--- config.mk ---
export PLATFORM = sky130hd
export DESIGN_NAME = linked_queue_with_free_list_core_flat
export DESIGN_NICKNAME = d
export VERILOG_FILES = /design/src/design/lqfl_pkg.sv /design/src/design/lqfl_if.sv /design/src/design/lqfl_ram.sv /design/src/design/lqfl_seq.sv /design/src/design/linked_queue_with_free_list_core.sv /design/src/flat_wrapper.sv
export SDC_FILE = /design/constraint.sdc
export NUM_CORES = 1
export LEC_CHECK = 0
export BUFFER_PORTS_ARGS = -buffer_cell sky130_fd_sc_hd__buf_2
export CORE_AREA = 2 2 148 150
export CTS_CLUSTER_DIAMETER = 80
export DETAILED_ROUTE_END_ITERATION = 7
export DIE_AREA = 0 0 150 152
export PLACE_DENSITY = 0.78
export RECOVER_POWER = 100
export SETUP_SLACK_MARGIN = 0.1
export SYNTH_ARGS = -nofsm -noshare
export SYNTH_HDL_FRONTEND = slang
export SYNTH_HIERARCHICAL = 1
export SYNTH_SLANG_ARGS = --single-unit
--- constraint.sdc ---
create_clock -name clk_i -period 3.75 [get_ports clk_i]
set_input_delay 0.375 -clock clk_i [delete_from_list [all_inputs] [get_ports clk_i]]
set_output_delay 0.375 -clock clk_i [all_outputs]
set_load 0.02 [all_outputs]
--- src/design/lqfl_pkg.sv ---
// Shared types and constants for the linked byte queue.
// Holds the operation codes and the fixed field widths used by all files but lqfl_ram.
package lqfl_pkg;

  // Field widths fixed by the item format
  localparam int OpW   = 3;
  localparam int ByteW = 8;
  localparam int PosW  = 8;

  // Operation codes; codes 5 to 7 are accepted and leave the queue unchanged
  typedef enum logic [OpW-1:0] {
    OP_ENQUEUE    = 3'd0,
    OP_DEQUEUE    = 3'd1,
    OP_INS_FRONT  = 3'd2,
    OP_INS_POS    = 3'd3,
    OP_MAKE_EMPTY = 3'd4
  } op_e;

endpackage

--- src/design/lqfl_if.sv ---
// Valid/ready channel interfaces for the linked byte queue.
// Depends on lqfl_pkg for the field widths.
interface lqfl_req_if;
  logic                        valid;
  logic                        ready;
  logic [lqfl_pkg::OpW-1:0]    operation;
  logic [lqfl_pkg::ByteW-1:0]  elem;
  logic [lqfl_pkg::PosW-1:0]   position;

  modport source (output valid, operation, elem, position, input ready);
  modport sink   (input valid, operation, elem, position, output ready);
endinterface

interface lqfl_rsp_if;
  logic                        valid;
  logic                        ready;
  logic [lqfl_pkg::ByteW-1:0]  front_value;
  logic                        is_empty;
  logic                        is_full;

  modport source (output valid, front_value, is_empty, is_full, input ready);
  modport sink   (input valid, front_value, is_empty, is_full, output ready);
endinterface

--- src/design/lqfl_ram.sv ---
// Simple dual-port synchronous RAM: one write port, one read port,
// read data registered. No dependencies.
module lqfl_ram #(
  parameter int Depth = 16,
  parameter int Width = 8
) (
  input  logic                     clk_i,
  input  logic                     we_i,
  input  logic [$clog2(Depth)-1:0] waddr_i,
  input  logic [Width-1:0]         wdata_i,
  input  logic [$clog2(Depth)-1:0] raddr_i,
  output logic [Width-1:0]         rdata_o
);

  logic [Width-1:0] mem [Depth];
  logic [Width-1:0] rdata_q;

  // Write and read; a read of the address written in the same cycle sees old data
  always_ff @(posedge clk_i) begin
    if (we_i) begin
      mem[waddr_i] <= wdata_i;
    end
    rdata_q <= mem[raddr_i];
  end

  assign rdata_o = rdata_q;

endmodule

--- src/design/lqfl_seq.sv ---
// Sequencer of the linked byte queue: walks and rewrites the link store,
// writes the value store and holds the result register.
// Depends on lqfl_pkg and the channel interfaces in lqfl_if.sv.
module lqfl_seq #(
  parameter int DEPTH = 16
) (
  input  logic                              clk_i,
  input  logic                              rst_ni,
  lqfl_req_if.sink                          req,
  lqfl_rsp_if.source                        rsp,
  // link store port
  output logic                              link_we_o,
  output logic [$clog2(DEPTH)-1:0]          link_waddr_o,
  output logic [$clog2(DEPTH+1)-1:0]        link_wdata_o,
  output logic [$clog2(DEPTH)-1:0]          link_raddr_o,
  input  logic [$clog2(DEPTH+1)-1:0]        link_rdata_i,
  // value store port
  output logic                              val_we_o,
  output logic [$clog2(DEPTH)-1:0]          val_waddr_o,
  output logic [lqfl_pkg::ByteW-1:0]        val_wdata_o,
  output logic [$clog2(DEPTH)-1:0]          val_raddr_o,
  input  logic [lqfl_pkg::ByteW-1:0]        val_rdata_i
);

  localparam int AW = $clog2(DEPTH);
  localparam int PW = $clog2(DEPTH + 1);
  localparam logic [PW-1:0] Nil = PW'(DEPTH);

  typedef enum logic [3:0] {
    ST_INIT,
    ST_IDLE,
    ST_TAKE_RD,
    ST_TAKE,
    ST_WALK,
    ST_INS,
    ST_INS_LINK,
    ST_POP,
    ST_DROP,
    ST_DROP_FREE,
    ST_FRONT,
    ST_OUT
  } state_e;

  state_e                        state_q;
  logic [AW-1:0]                 init_q;
  logic [PW-1:0]                 head_q;
  logic [PW-1:0]                 free_q;
  logic [PW-1:0]                 node_q;
  logic [PW-1:0]                 cur_q;
  logic [PW-1:0]                 prev_q;
  logic [lqfl_pkg::PosW-1:0]     k_q;
  logic [lqfl_pkg::OpW-1:0]      op_q;
  logic [lqfl_pkg::ByteW-1:0]    elem_q;
  logic [lqfl_pkg::PosW-1:0]     pos_q;
  logic                          out_valid_q;
  logic [lqfl_pkg::ByteW-1:0]    out_front_q;
  logic                          out_empty_q;
  logic                          out_full_q;

  logic head_nil;
  logic free_nil;
  logic rd_nil;
  logic pos_ok;

  assign head_nil = (head_q == Nil);
  assign free_nil = (free_q == Nil);
  assign rd_nil   = (link_rdata_i == Nil);
  assign pos_ok   = (int'(req.position) < DEPTH);

  assign req.ready       = (state_q == ST_IDLE);
  assign rsp.valid       = out_valid_q;
  assign rsp.front_value = out_front_q;
  assign rsp.is_empty    = out_empty_q;
  assign rsp.is_full     = out_full_q;

  // Drive the store ports for the current step
  always_comb begin
    link_we_o    = 1'b0;
    link_waddr_o = cur_q[AW-1:0];
    link_wdata_o = Nil;
    link_raddr_o = head_q[AW-1:0];
    val_we_o     = 1'b0;
    val_waddr_o  = node_q[AW-1:0];
    val_wdata_o  = elem_q;
    val_raddr_o  = head_q[AW-1:0];
    case (state_q)
      ST_INIT: begin
        link_we_o    = 1'b1;
        link_waddr_o = init_q;
        link_wdata_o = (init_q == '0) ? Nil : PW'(init_q) - PW'(1);
      end
      ST_TAKE_RD: begin
        link_raddr_o = free_q[AW-1:0];
      end
      ST_TAKE: begin
        // write the new node; start a walk from the head at the same time
        val_we_o     = 1'b1;
        link_we_o    = 1'b1;
        link_waddr_o = node_q[AW-1:0];
        link_wdata_o = (op_q == lqfl_pkg::OP_ENQUEUE) ? Nil : head_q;
        link_raddr_o = head_q[AW-1:0];
      end
      ST_WALK: begin
        if (rd_nil) begin
          link_we_o    = 1'b1;
          link_wdata_o = node_q;
        end else begin
          link_raddr_o = link_rdata_i[AW-1:0];
        end
      end
      ST_INS: begin
        if (k_q < pos_q && !rd_nil) begin
          link_raddr_o = link_rdata_i[AW-1:0];
        end else begin
          link_we_o    = 1'b1;
          link_waddr_o = node_q[AW-1:0];
          link_wdata_o = link_rdata_i;
        end
      end
      ST_INS_LINK: begin
        link_we_o    = 1'b1;
        link_wdata_o = node_q;
      end
      ST_POP: begin
        link_we_o    = 1'b1;
        link_waddr_o = head_q[AW-1:0];
        link_wdata_o = free_q;
        link_raddr_o = link_rdata_i[AW-1:0];
      end
      ST_DROP: begin
        if (!rd_nil) begin
          link_raddr_o = link_rdata_i[AW-1:0];
        end else if (cur_q == head_q) begin
          link_we_o    = 1'b1;
          link_wdata_o = free_q;
        end else begin
          link_we_o    = 1'b1;
          link_waddr_o = prev_q[AW-1:0];
          link_wdata_o = Nil;
        end
      end
      ST_DROP_FREE: begin
        link_we_o    = 1'b1;
        link_wdata_o = free_q;
      end
      default: begin
      end
    endcase
  end

  // State, list pointers and result register
  always_ff @(posedge clk_i or negedge rst_ni) begin
    if (!rst_ni) begin
      state_q     <= ST_INIT;
      init_q      <= '0;
      head_q      <= Nil;
      free_q      <= PW'(DEPTH - 1);
      node_q      <= Nil;
      cur_q       <= Nil;
      prev_q      <= Nil;
      k_q         <= '0;
      op_q        <= '0;
      elem_q      <= '0;
      pos_q       <= '0;
      out_valid_q <= 1'b0;
      out_front_q <= '0;
      out_empty_q <= 1'b1;
      out_full_q  <= 1'b0;
    end else begin
      // drop the result once it is taken, unless a new one replaces it
      if (out_valid_q && rsp.ready && state_q != ST_OUT) begin
        out_valid_q <= 1'b0;
      end
      case (state_q)
        ST_INIT: begin
          init_q <= init_q + AW'(1);
          if (init_q == AW'(DEPTH - 1)) begin
            state_q <= ST_IDLE;
          end
        end
        ST_IDLE: begin
          if (req.valid) begin
            op_q   <= req.operation;
            elem_q <= req.elem;
            pos_q  <= (req.operation == lqfl_pkg::OP_INS_FRONT) ? '0 : req.position;
            cur_q  <= head_q;
            case (req.operation)
              lqfl_pkg::OP_ENQUEUE:    state_q <= free_nil ? ST_FRONT : ST_TAKE_RD;
              lqfl_pkg::OP_DEQUEUE:    state_q <= head_nil ? ST_FRONT : ST_POP;
              lqfl_pkg::OP_INS_FRONT:  state_q <= free_nil ? ST_DROP : ST_TAKE_RD;
              lqfl_pkg::OP_INS_POS: begin
                if (!pos_ok) begin
                  state_q <= ST_FRONT;
                end else begin
                  state_q <= free_nil ? ST_DROP : ST_TAKE_RD;
                end
              end
              lqfl_pkg::OP_MAKE_EMPTY: state_q <= head_nil ? ST_FRONT : ST_POP;
              default:                 state_q <= ST_FRONT;
            endcase
          end
        end
        ST_TAKE_RD: begin
          node_q  <= free_q;
          state_q <= ST_TAKE;
        end
        ST_TAKE: begin
          free_q <= link_rdata_i;
          cur_q  <= head_q;
          k_q    <= lqfl_pkg::PosW'(1);
          if (op_q == lqfl_pkg::OP_ENQUEUE) begin
            if (head_nil) begin
              head_q  <= node_q;
              state_q <= ST_FRONT;
            end else begin
              state_q <= ST_WALK;
            end
          end else if (pos_q == '0 || head_nil) begin
            head_q  <= node_q;
            state_q <= ST_FRONT;
          end else begin
            state_q <= ST_INS;
          end
        end
        ST_WALK: begin
          // advance to the tail; link it to the new node there
          if (rd_nil) begin
            state_q <= ST_FRONT;
          end else begin
            cur_q <= link_rdata_i;
          end
        end
        ST_INS: begin
          if (k_q < pos_q && !rd_nil) begin
            cur_q <= link_rdata_i;
            k_q   <= k_q + lqfl_pkg::PosW'(1);
          end else begin
            state_q <= ST_INS_LINK;
          end
        end
        ST_INS_LINK: begin
          state_q <= ST_FRONT;
        end
        ST_POP: begin
          head_q <= link_rdata_i;
          free_q <= head_q;
          if (!(op_q == lqfl_pkg::OP_MAKE_EMPTY && !rd_nil)) begin
            state_q <= ST_FRONT;
          end
        end
        ST_DROP: begin
          if (!rd_nil) begin
            prev_q <= cur_q;
            cur_q  <= link_rdata_i;
          end else if (cur_q == head_q) begin
            head_q  <= Nil;
            free_q  <= cur_q;
            state_q <= ST_TAKE_RD;
          end else begin
            state_q <= ST_DROP_FREE;
          end
        end
        ST_DROP_FREE: begin
          free_q  <= cur_q;
          state_q <= ST_TAKE_RD;
        end
        ST_FRONT: begin
          state_q <= ST_OUT;
        end
        ST_OUT: begin
          // hold until the result register is free
          if (!out_valid_q || rsp.ready) begin
            out_valid_q <= 1'b1;
            out_front_q <= head_nil ? '0 : val_rdata_i;
            out_empty_q <= head_nil;
            out_full_q  <= free_nil;
            state_q     <= ST_IDLE;
          end
        end
        default: begin
          state_q <= ST_IDLE;
        end
      endcase
    end
  end

endmodule

--- src/design/linked_queue_with_free_list_core.sv ---
// Linked byte queue with a free list: the queue is a singly linked list of
// nodes in a DEPTH-entry link store and a DEPTH-entry value store, with unused
// nodes chained on a free list. After reset the block writes the initial free
// chain into the link store and takes no item until that is done. An enqueue
// into a non-empty queue walks to the tail and links the new node there;
// make-empty pops the nodes in turn; insert at position walks the nodes up to
// the position and then relinks. An insert into a full store first walks to
// the tail to drop it. The rate is set by the pointer chase through the link
// store read port, one hop per cycle. One result item follows each input
// item; a finished result waits in an output register while the next item
// is accepted.
// Depends on lqfl_pkg, lqfl_if.sv, lqfl_ram and lqfl_seq.
module linked_queue_with_free_list_core #(
  parameter int DEPTH = 16
) (
  input  logic       clk_i,
  input  logic       rst_ni,
  lqfl_req_if.sink   req_i,
  lqfl_rsp_if.source rsp_o
);

  localparam int AW = $clog2(DEPTH);
  localparam int PW = $clog2(DEPTH + 1);

  logic                       link_we;
  logic [AW-1:0]              link_waddr;
  logic [PW-1:0]              link_wdata;
  logic [AW-1:0]              link_raddr;
  logic [PW-1:0]              link_rdata;
  logic                       val_we;
  logic [AW-1:0]              val_waddr;
  logic [lqfl_pkg::ByteW-1:0] val_wdata;
  logic [AW-1:0]              val_raddr;
  logic [lqfl_pkg::ByteW-1:0] val_rdata;

  // Sequencer
  lqfl_seq #(.DEPTH(DEPTH)) u_seq (
    .clk_i,
    .rst_ni,
    .req          (req_i),
    .rsp          (rsp_o),
    .link_we_o    (link_we),
    .link_waddr_o (link_waddr),
    .link_wdata_o (link_wdata),
    .link_raddr_o (link_raddr),
    .link_rdata_i (link_rdata),
    .val_we_o     (val_we),
    .val_waddr_o  (val_waddr),
    .val_wdata_o  (val_wdata),
    .val_raddr_o  (val_raddr),
    .val_rdata_i  (val_rdata)
  );

  // Link store: next node or null per node
  lqfl_ram #(.Depth(DEPTH), .Width(PW)) u_link_ram (
    .clk_i,
    .we_i    (link_we),
    .waddr_i (link_waddr),
    .wdata_i (link_wdata),
    .raddr_i (link_raddr),
    .rdata_o (link_rdata)
  );

  // Value store: one byte per node
  lqfl_ram #(.Depth(DEPTH), .Width(lqfl_pkg::ByteW)) u_val_ram (
    .clk_i,
    .we_i    (val_we),
    .waddr_i (val_waddr),
    .wdata_i (val_wdata),
    .raddr_i (val_raddr),
    .rdata_o (val_rdata)
  );

endmodule

--- src/flat_wrapper.sv ---
// flat-port wrapper written by rule: the top's interface ports become plain ports
module linked_queue_with_free_list_core_flat 
#(
  parameter int DEPTH = 16
)
  (clk_i, rst_ni, req_i_valid, req_i_operation, req_i_elem, req_i_position, req_i_ready, rsp_o_valid, rsp_o_front_value, rsp_o_is_empty, rsp_o_is_full, rsp_o_ready);
  lqfl_req_if req_i_i ();
  lqfl_rsp_if rsp_o_i ();
  input  logic clk_i;
  input  logic rst_ni;
  input wire logic [$bits(req_i_i.valid)-1:0] req_i_valid;
  input wire logic [$bits(req_i_i.operation)-1:0] req_i_operation;
  input wire logic [$bits(req_i_i.elem)-1:0] req_i_elem;
  input wire logic [$bits(req_i_i.position)-1:0] req_i_position;
  output wire logic [$bits(req_i_i.ready)-1:0] req_i_ready;
  output wire logic [$bits(rsp_o_i.valid)-1:0] rsp_o_valid;
  output wire logic [$bits(rsp_o_i.front_value)-1:0] rsp_o_front_value;
  output wire logic [$bits(rsp_o_i.is_empty)-1:0] rsp_o_is_empty;
  output wire logic [$bits(rsp_o_i.is_full)-1:0] rsp_o_is_full;
  input wire logic [$bits(rsp_o_i.ready)-1:0] rsp_o_ready;
  assign req_i_i.valid = req_i_valid;
  assign req_i_i.operation = req_i_operation;
  assign req_i_i.elem = req_i_elem;
  assign req_i_i.position = req_i_position;
  assign req_i_ready = req_i_i.ready;
  assign rsp_o_valid = rsp_o_i.valid;
  assign rsp_o_front_value = rsp_o_i.front_value;
  assign rsp_o_is_empty = rsp_o_i.is_empty;
  assign rsp_o_is_full = rsp_o_i.is_full;
  assign rsp_o_i.ready = rsp_o_ready;
  linked_queue_with_free_list_core #(.DEPTH(DEPTH)) u_core (.clk_i(clk_i), .rst_ni(rst_ni), .req_i(req_i_i), .rsp_o(rsp_o_i));
endmodule
==> impl_results.html <==
<table>
<tr><th>Metric</th><th>Value</th></tr>
<tr><th colspan="2">GRT</th></tr>
<tr><td>Global-route congestion overflow total</td><td>0</td></tr>
<tr><td>Largest net degree at the start of global routing</td><td>40</td></tr>
<tr><td>All-Layer GR Usage</td><td>around a quarter</td></tr>
<tr><td>Antenna violations before repair</td><td>0</td></tr>
<tr><td>First-pass GRT wire length</td><td>~45 mm</td></tr>
<tr><td>Via count of the first global-routing pass</td><td>8111</td></tr>
<tr><th colspan="2">Placed design</th></tr>
<tr><td>Post-detailed-placement cell area</td><td>approximately 13000 sq um</td></tr>
<tr><td>Detailed Place HPWL</td><td>between 15 and 20 mm</td></tr>
<tr><td>Global placement routability congestion</td><td>about 0.93</td></tr>
<tr><td>Setup WS pre-CTS</td><td>approximately 0.32 ns</td></tr>
<tr><td>I/O Buffers</td><td>34</td></tr>
<tr><th colspan="2">STA</th></tr>
<tr><td>Post-layout worst setup margin</td><td>around 0.18 ns</td></tr>
<tr><td>Max Clk Rate</td><td>between 200 and 300 MHz</td></tr>
<tr><td>Slew at the pin closest to its max-slew limit</td><td>roughly 1.7 ns</td></tr>
<tr><td>Portion of the clock cycle consumed by the worst path in the final layout</td><td>a little over nine tenths</td></tr>
<tr><td>Setup repair after global routing missed its margin</td><td>yes</td></tr>
<tr><td>Worst slew margin relative to its limit</td><td>-11.9%</td></tr>
<tr><td>Hold Vio Cnt, Final</td><td>0</td></tr>
<tr><td>Final worst clock skew</td><td>roughly 0.012 ns</td></tr>
<tr><td>Total Neg Setup Slack</td><td>0 ns</td></tr>
<tr><td>Final Max Tran Viols</td><td>31</td></tr>
<tr><td>Finish-stage setup viols</td><td>0</td></tr>
<tr><td>Final min period</td><td>about 3.6 ns</td></tr>
<tr><th colspan="2">Die</th></tr>
<tr><td>Number of standard-cell rows in the floorplan</td><td>between 50 and 60</td></tr>
<tr><td>Area of the core</td><td>about 21000 sq um</td></tr>
<tr><td>Die outline width</td><td>around 150 um</td></tr>
<tr><td>Top-level I/O count</td><td>35</td></tr>
<tr><td>Starting density of the core</td><td>between 60% and 70%</td></tr>
<tr><td>Die span in y</td><td>roughly 150 um</td></tr>
<tr><td>Total Die Area</td><td>around 23000 sq um</td></tr>
<tr><th colspan="2">Detailed routing</th></tr>
<tr><td>Count of unresolved DRC violations after routing</td><td>0</td></tr>
<tr><td>Wirelength per Cell</td><td>between 20 and 25 um</td></tr>
<tr><td>Total wirelength of the detailed-routed design</td><td>28.7 mm</td></tr>
<tr><td>Number of vias after detailed routing</td><td>8103</td></tr>
<tr><td>Mean number of vias per cell</td><td>around 6.5</td></tr>
<tr><td>Number of nets with antenna violations after detailed routing</td><td>0</td></tr>
<tr><td>Count of TritonRoute iterations in the first routing pass</td><td>5</td></tr>
<tr><td>Number of DRC markers in iteration 0</td><td>between 900 and 1000</td></tr>
<tr><th colspan="2">Worst setup path</th></tr>
<tr><td>Critical path start-end classification</td><td>reg -&gt; reg</td></tr>
<tr><td>Critical path startpoint category</td><td>flip-flop</td></tr>
<tr><td>Req. time, crit path</td><td>3.97 ns</td></tr>
<tr><td>Critical Path Sink Type</td><td>flip-flop</td></tr>
<tr><td>Critical path data arrival time</td><td>between 3 and 4 ns</td></tr>
<tr><td>Worst-path maximum fanout</td><td>7</td></tr>
<tr><th colspan="2">Logic synthesis</th></tr>
<tr><td>Cell count after synthesis</td><td>roughly 900</td></tr>
<tr><td>Synth area leader</td><td>edfxtp_1</td></tr>
<tr><td>Synthesized netlist net count</td><td>just over 900</td></tr>
<tr><td>Most numerous cell in the Yosys netlist</td><td>edfxtp_1</td></tr>
<tr><td>Number of warnings reported in the yosys synthesis log</td><td>6</td></tr>
<tr><td>Portion of the post-synthesis area used by sequential elements</td><td>between 60% and 70%</td></tr>
<tr><td>Number of enable-type register cells in the synthesized netlist</td><td>208</td></tr>
<tr><td>Number of library cell types mapped by synthesis</td><td>74</td></tr>
<tr><td>Seq cells post-synth</td><td>just under 300</td></tr>
<tr><td>Share of async-settable or async-resettable flops after synthesis</td><td>between 20% and 30%</td></tr>
<tr><td>Most numerous cell types in the synthesized netlist</td><td>edfxtp_1, nand2_1, dfrtp_1, nor2_1, mux4_2</td></tr>
<tr><td>Netlist area before placement</td><td>roughly 13000 sq um</td></tr>
<tr><td>Cells taking the most area after synthesis</td><td>edfxtp_1, dfrtp_1, mux4_2, mux4_1, mux2_2</td></tr>
<tr><td>Top FF cell, synth</td><td>edfxtp_1</td></tr>
<tr><td>Post-Syn Area per Cell</td><td>between 10 and 15 sq um</td></tr>
<tr><td>Portion of synthesized cell area occupied by the leading cell type</td><td>about half</td></tr>
<tr><th colspan="2">Outcome</th></tr>
<tr><td>Outcome</td><td>finished with violations</td></tr>
<tr><td>Violations in the final reports</td><td>capacitance limit, slew limit</td></tr>
<tr><th colspan="2">Clocking</th></tr>
<tr><td>Root Buffer Master</td><td>clkbuf_16</td></tr>
<tr><td>Latest clock arrival within the worst-skew pair</td><td>about 0.54 ns</td></tr>
<tr><td>Maximum number of buffers from clock root to sink</td><td>3</td></tr>
<tr><td>Total clock buffers created by CTS</td><td>29</td></tr>
<tr><td>Clock tree from TritonCTS</td><td>done</td></tr>
<tr><td>Clock transition at the registers of the reported paths</td><td>approximately 0.06 ns</td></tr>
<tr><td>H-tree level count</td><td>1</td></tr>
<tr><td>Number of sinks handled by clock tree synthesis</td><td>291</td></tr>
<tr><th colspan="2">Pwr</th></tr>
<tr><td>Overall power after layout</td><td>between 10 and 15 mW</td></tr>
<tr><td>Peak supply drop</td><td>roughly 530 uV</td></tr>
<tr><td>Pwr dens</td><td>between 800 and 900 nW/um^2</td></tr>
<tr><td>Leakage power total</td><td>a little over 5 nW</td></tr>
<tr><th colspan="2">Cells and area</th></tr>
<tr><td>Relative area change from synthesis to final layout</td><td>10.1%</td></tr>
<tr><td>Final-stage net count</td><td>around 980</td></tr>
<tr><td>Count of inserted antenna diode cells</td><td>0</td></tr>
<tr><td>Share of final-layout standard cells stronger than drive strength 1</td><td>between 15 and 20%</td></tr>
<tr><td>Design Area, Final</td><td>around 14000 sq um</td></tr>
<tr><th colspan="2">Job</th></tr>
<tr><td>Max Cap Viol</td><td>1</td></tr>
<tr><th colspan="2">Hold path</th></tr>
<tr><td>Hold Path Class</td><td>in -&gt; reg</td></tr>
</table>
## final cells by class
class / count / area [sq um]
well taps: 280 / 350
flip-flops and latches: 291 / 8270
fillers: 1442 / 7110
repair buffers: 68 / 352
clock inverters: 18 / 154
clock buffers: 35 / 758
multi-input cells: 537 / 4280
inverters: 20 / 75.1
## through the flow
| step | util [%] | hold WS, ns | std cells |
|---|---|---|---|
| floorplan | - | 0.0794 | 896 |
| global placement | 62.9 | 0.352 | 1195 |
| detailed placement | 62.9 | 0.358 | 1195 |
| CTS | 67.3 | 0.0614 | 1249 |
| global route | 66.7 | 0.0662 | 1249 |
| finish | 66.7 | 0.0726 | 1249 |
## report_power, final
group | switching, mW | internal (mW) | leakage [nW]
sequential | 0.743 | 4.52 | 2.87
combinational | 2.70 | 1.85 | 1.84
clock | 1.18 | 1.58 | 0.453
## placed cells by master (no fill, tap or decap), drive strengths merged, types with 8 or more instances in the layout
| master | netlist | routed |
|---|---|---|
| a21oi | 25 | 25 |
| a22o | 16 | 16 |
| a22oi | 30 | 30 |
| buf | 28 | 34 |
| clkbuf | 17 | 68 |
| clkinv | 0 | 15 |
| dfrtp | 62 | 62 |
| dfstp | 8 | 8 |
| dfxtp | 13 | 13 |
| edfxtp | 208 | 208 |
| ha | 11 | 11 |
| inv | 20 | 21 |
| mux2 | 32 | 32 |
| mux4 | 52 | 52 |
| nand2 | 91 | 91 |
| nand2b | 12 | 12 |
| nand3 | 26 | 26 |
| nand4 | 8 | 8 |
| nor2 | 61 | 61 |
| nor3 | 21 | 21 |
| o21ai | 39 | 39 |
| xor2 | 9 | 9 |
## path summary, 6_finish.rpt
check	start	to	slack [ns]	depth (start not counted)
min in group asynchronous	rst_ni	u_core/u_seq/rsp.front_value[6]$_DFFE_PN0P_	0.60	2
worst max-delay path	u_core/u_link_ram/rdata_o[0]$_DFF_P_	u_core/u_link_ram/mem[0][2]$_DFFE_PP_	0.18	9
worst min-delay path	req_i_elem[4]	u_core/u_seq/val_wdata_o[4]$_DFFE_PN0P_	0.07	2
worst max register to register	u_core/u_link_ram/rdata_o[0]$_DFF_P_	u_core/u_link_ram/mem[0][2]$_DFFE_PP_	0.18	9
max in group asynchronous	rst_ni	u_core/u_seq/prev_q[2]$_DFFE_PN0P_	1.01	3
worst min register to register	u_core/u_val_ram/rdata_o[7]$_DFF_P_	u_core/u_seq/rsp.front_value[7]$_DFFE_PN0P_	0.45	1
## kinds of logic after synthesis
kind of cell    Yosys count  share of synthesized area, %
buf+inv                  68                          2.77
xor+xnor                 13                         0.880
fa+ha+maj                11                          1.06
simple gates            265                          10.0
flops                   291                          63.9
mux                      90                          12.7
compound gates          158                          8.63
## layer usage
layer / track usage (%) / wire length, um / vias up
li1: - / - / 3584
met2: 41.4 / 14000 / 426
met1: 36.4 / 11600 / 4007
met3: 3.66 / 2280 / 86
met5: 0 / 0 / -
met4: 7.32 / 780 / 0
## registers in the layout, indices dropped and copies added (netlist names), 3 cells and up
register / cells
u_core/u_link_ram/rdata_o: 5
u_core/u_seq/pos_q: 8
u_core/u_val_ram/rdata_o: 8
u_core/u_seq/state_q: 4
u_core/u_link_ram/mem: 80
u_core/u_seq/rsp.front_value: 8
u_core/u_seq/k_q: 8
u_core/u_seq/op_q: 3
u_core/u_seq/head_q: 5
u_core/u_seq/cur_q: 5
u_core/u_seq/init_q: 4
u_core/u_seq/prev_q: 4
u_core/u_val_ram/mem: 128
u_core/u_seq/free_q: 5
u_core/u_seq/val_wdata_o: 8
u_core/u_seq/node_q: 5
## critical path: stages (launching register included)
cell and delay [ns]:
dfxtp_1 0.39, nor4_1 0.69, nand2_1 0.35, a21oi_1 0.31
nor2_1 0.09, or4b_1 0.48, a22o_1 0.24, clkbuf_2 0.17
nor3_1 0.25, clkbuf_1 0.28
## what timing repair did
action,4_1_cts,5_1_grt
buffers inserted,0,0
hold endpoints to repair,17,0
setup endpoints to repair,0,22
hold buffers,1,0
gates resized for setup,0,2
Note: power is estimated with default switching activity, not from simulation.
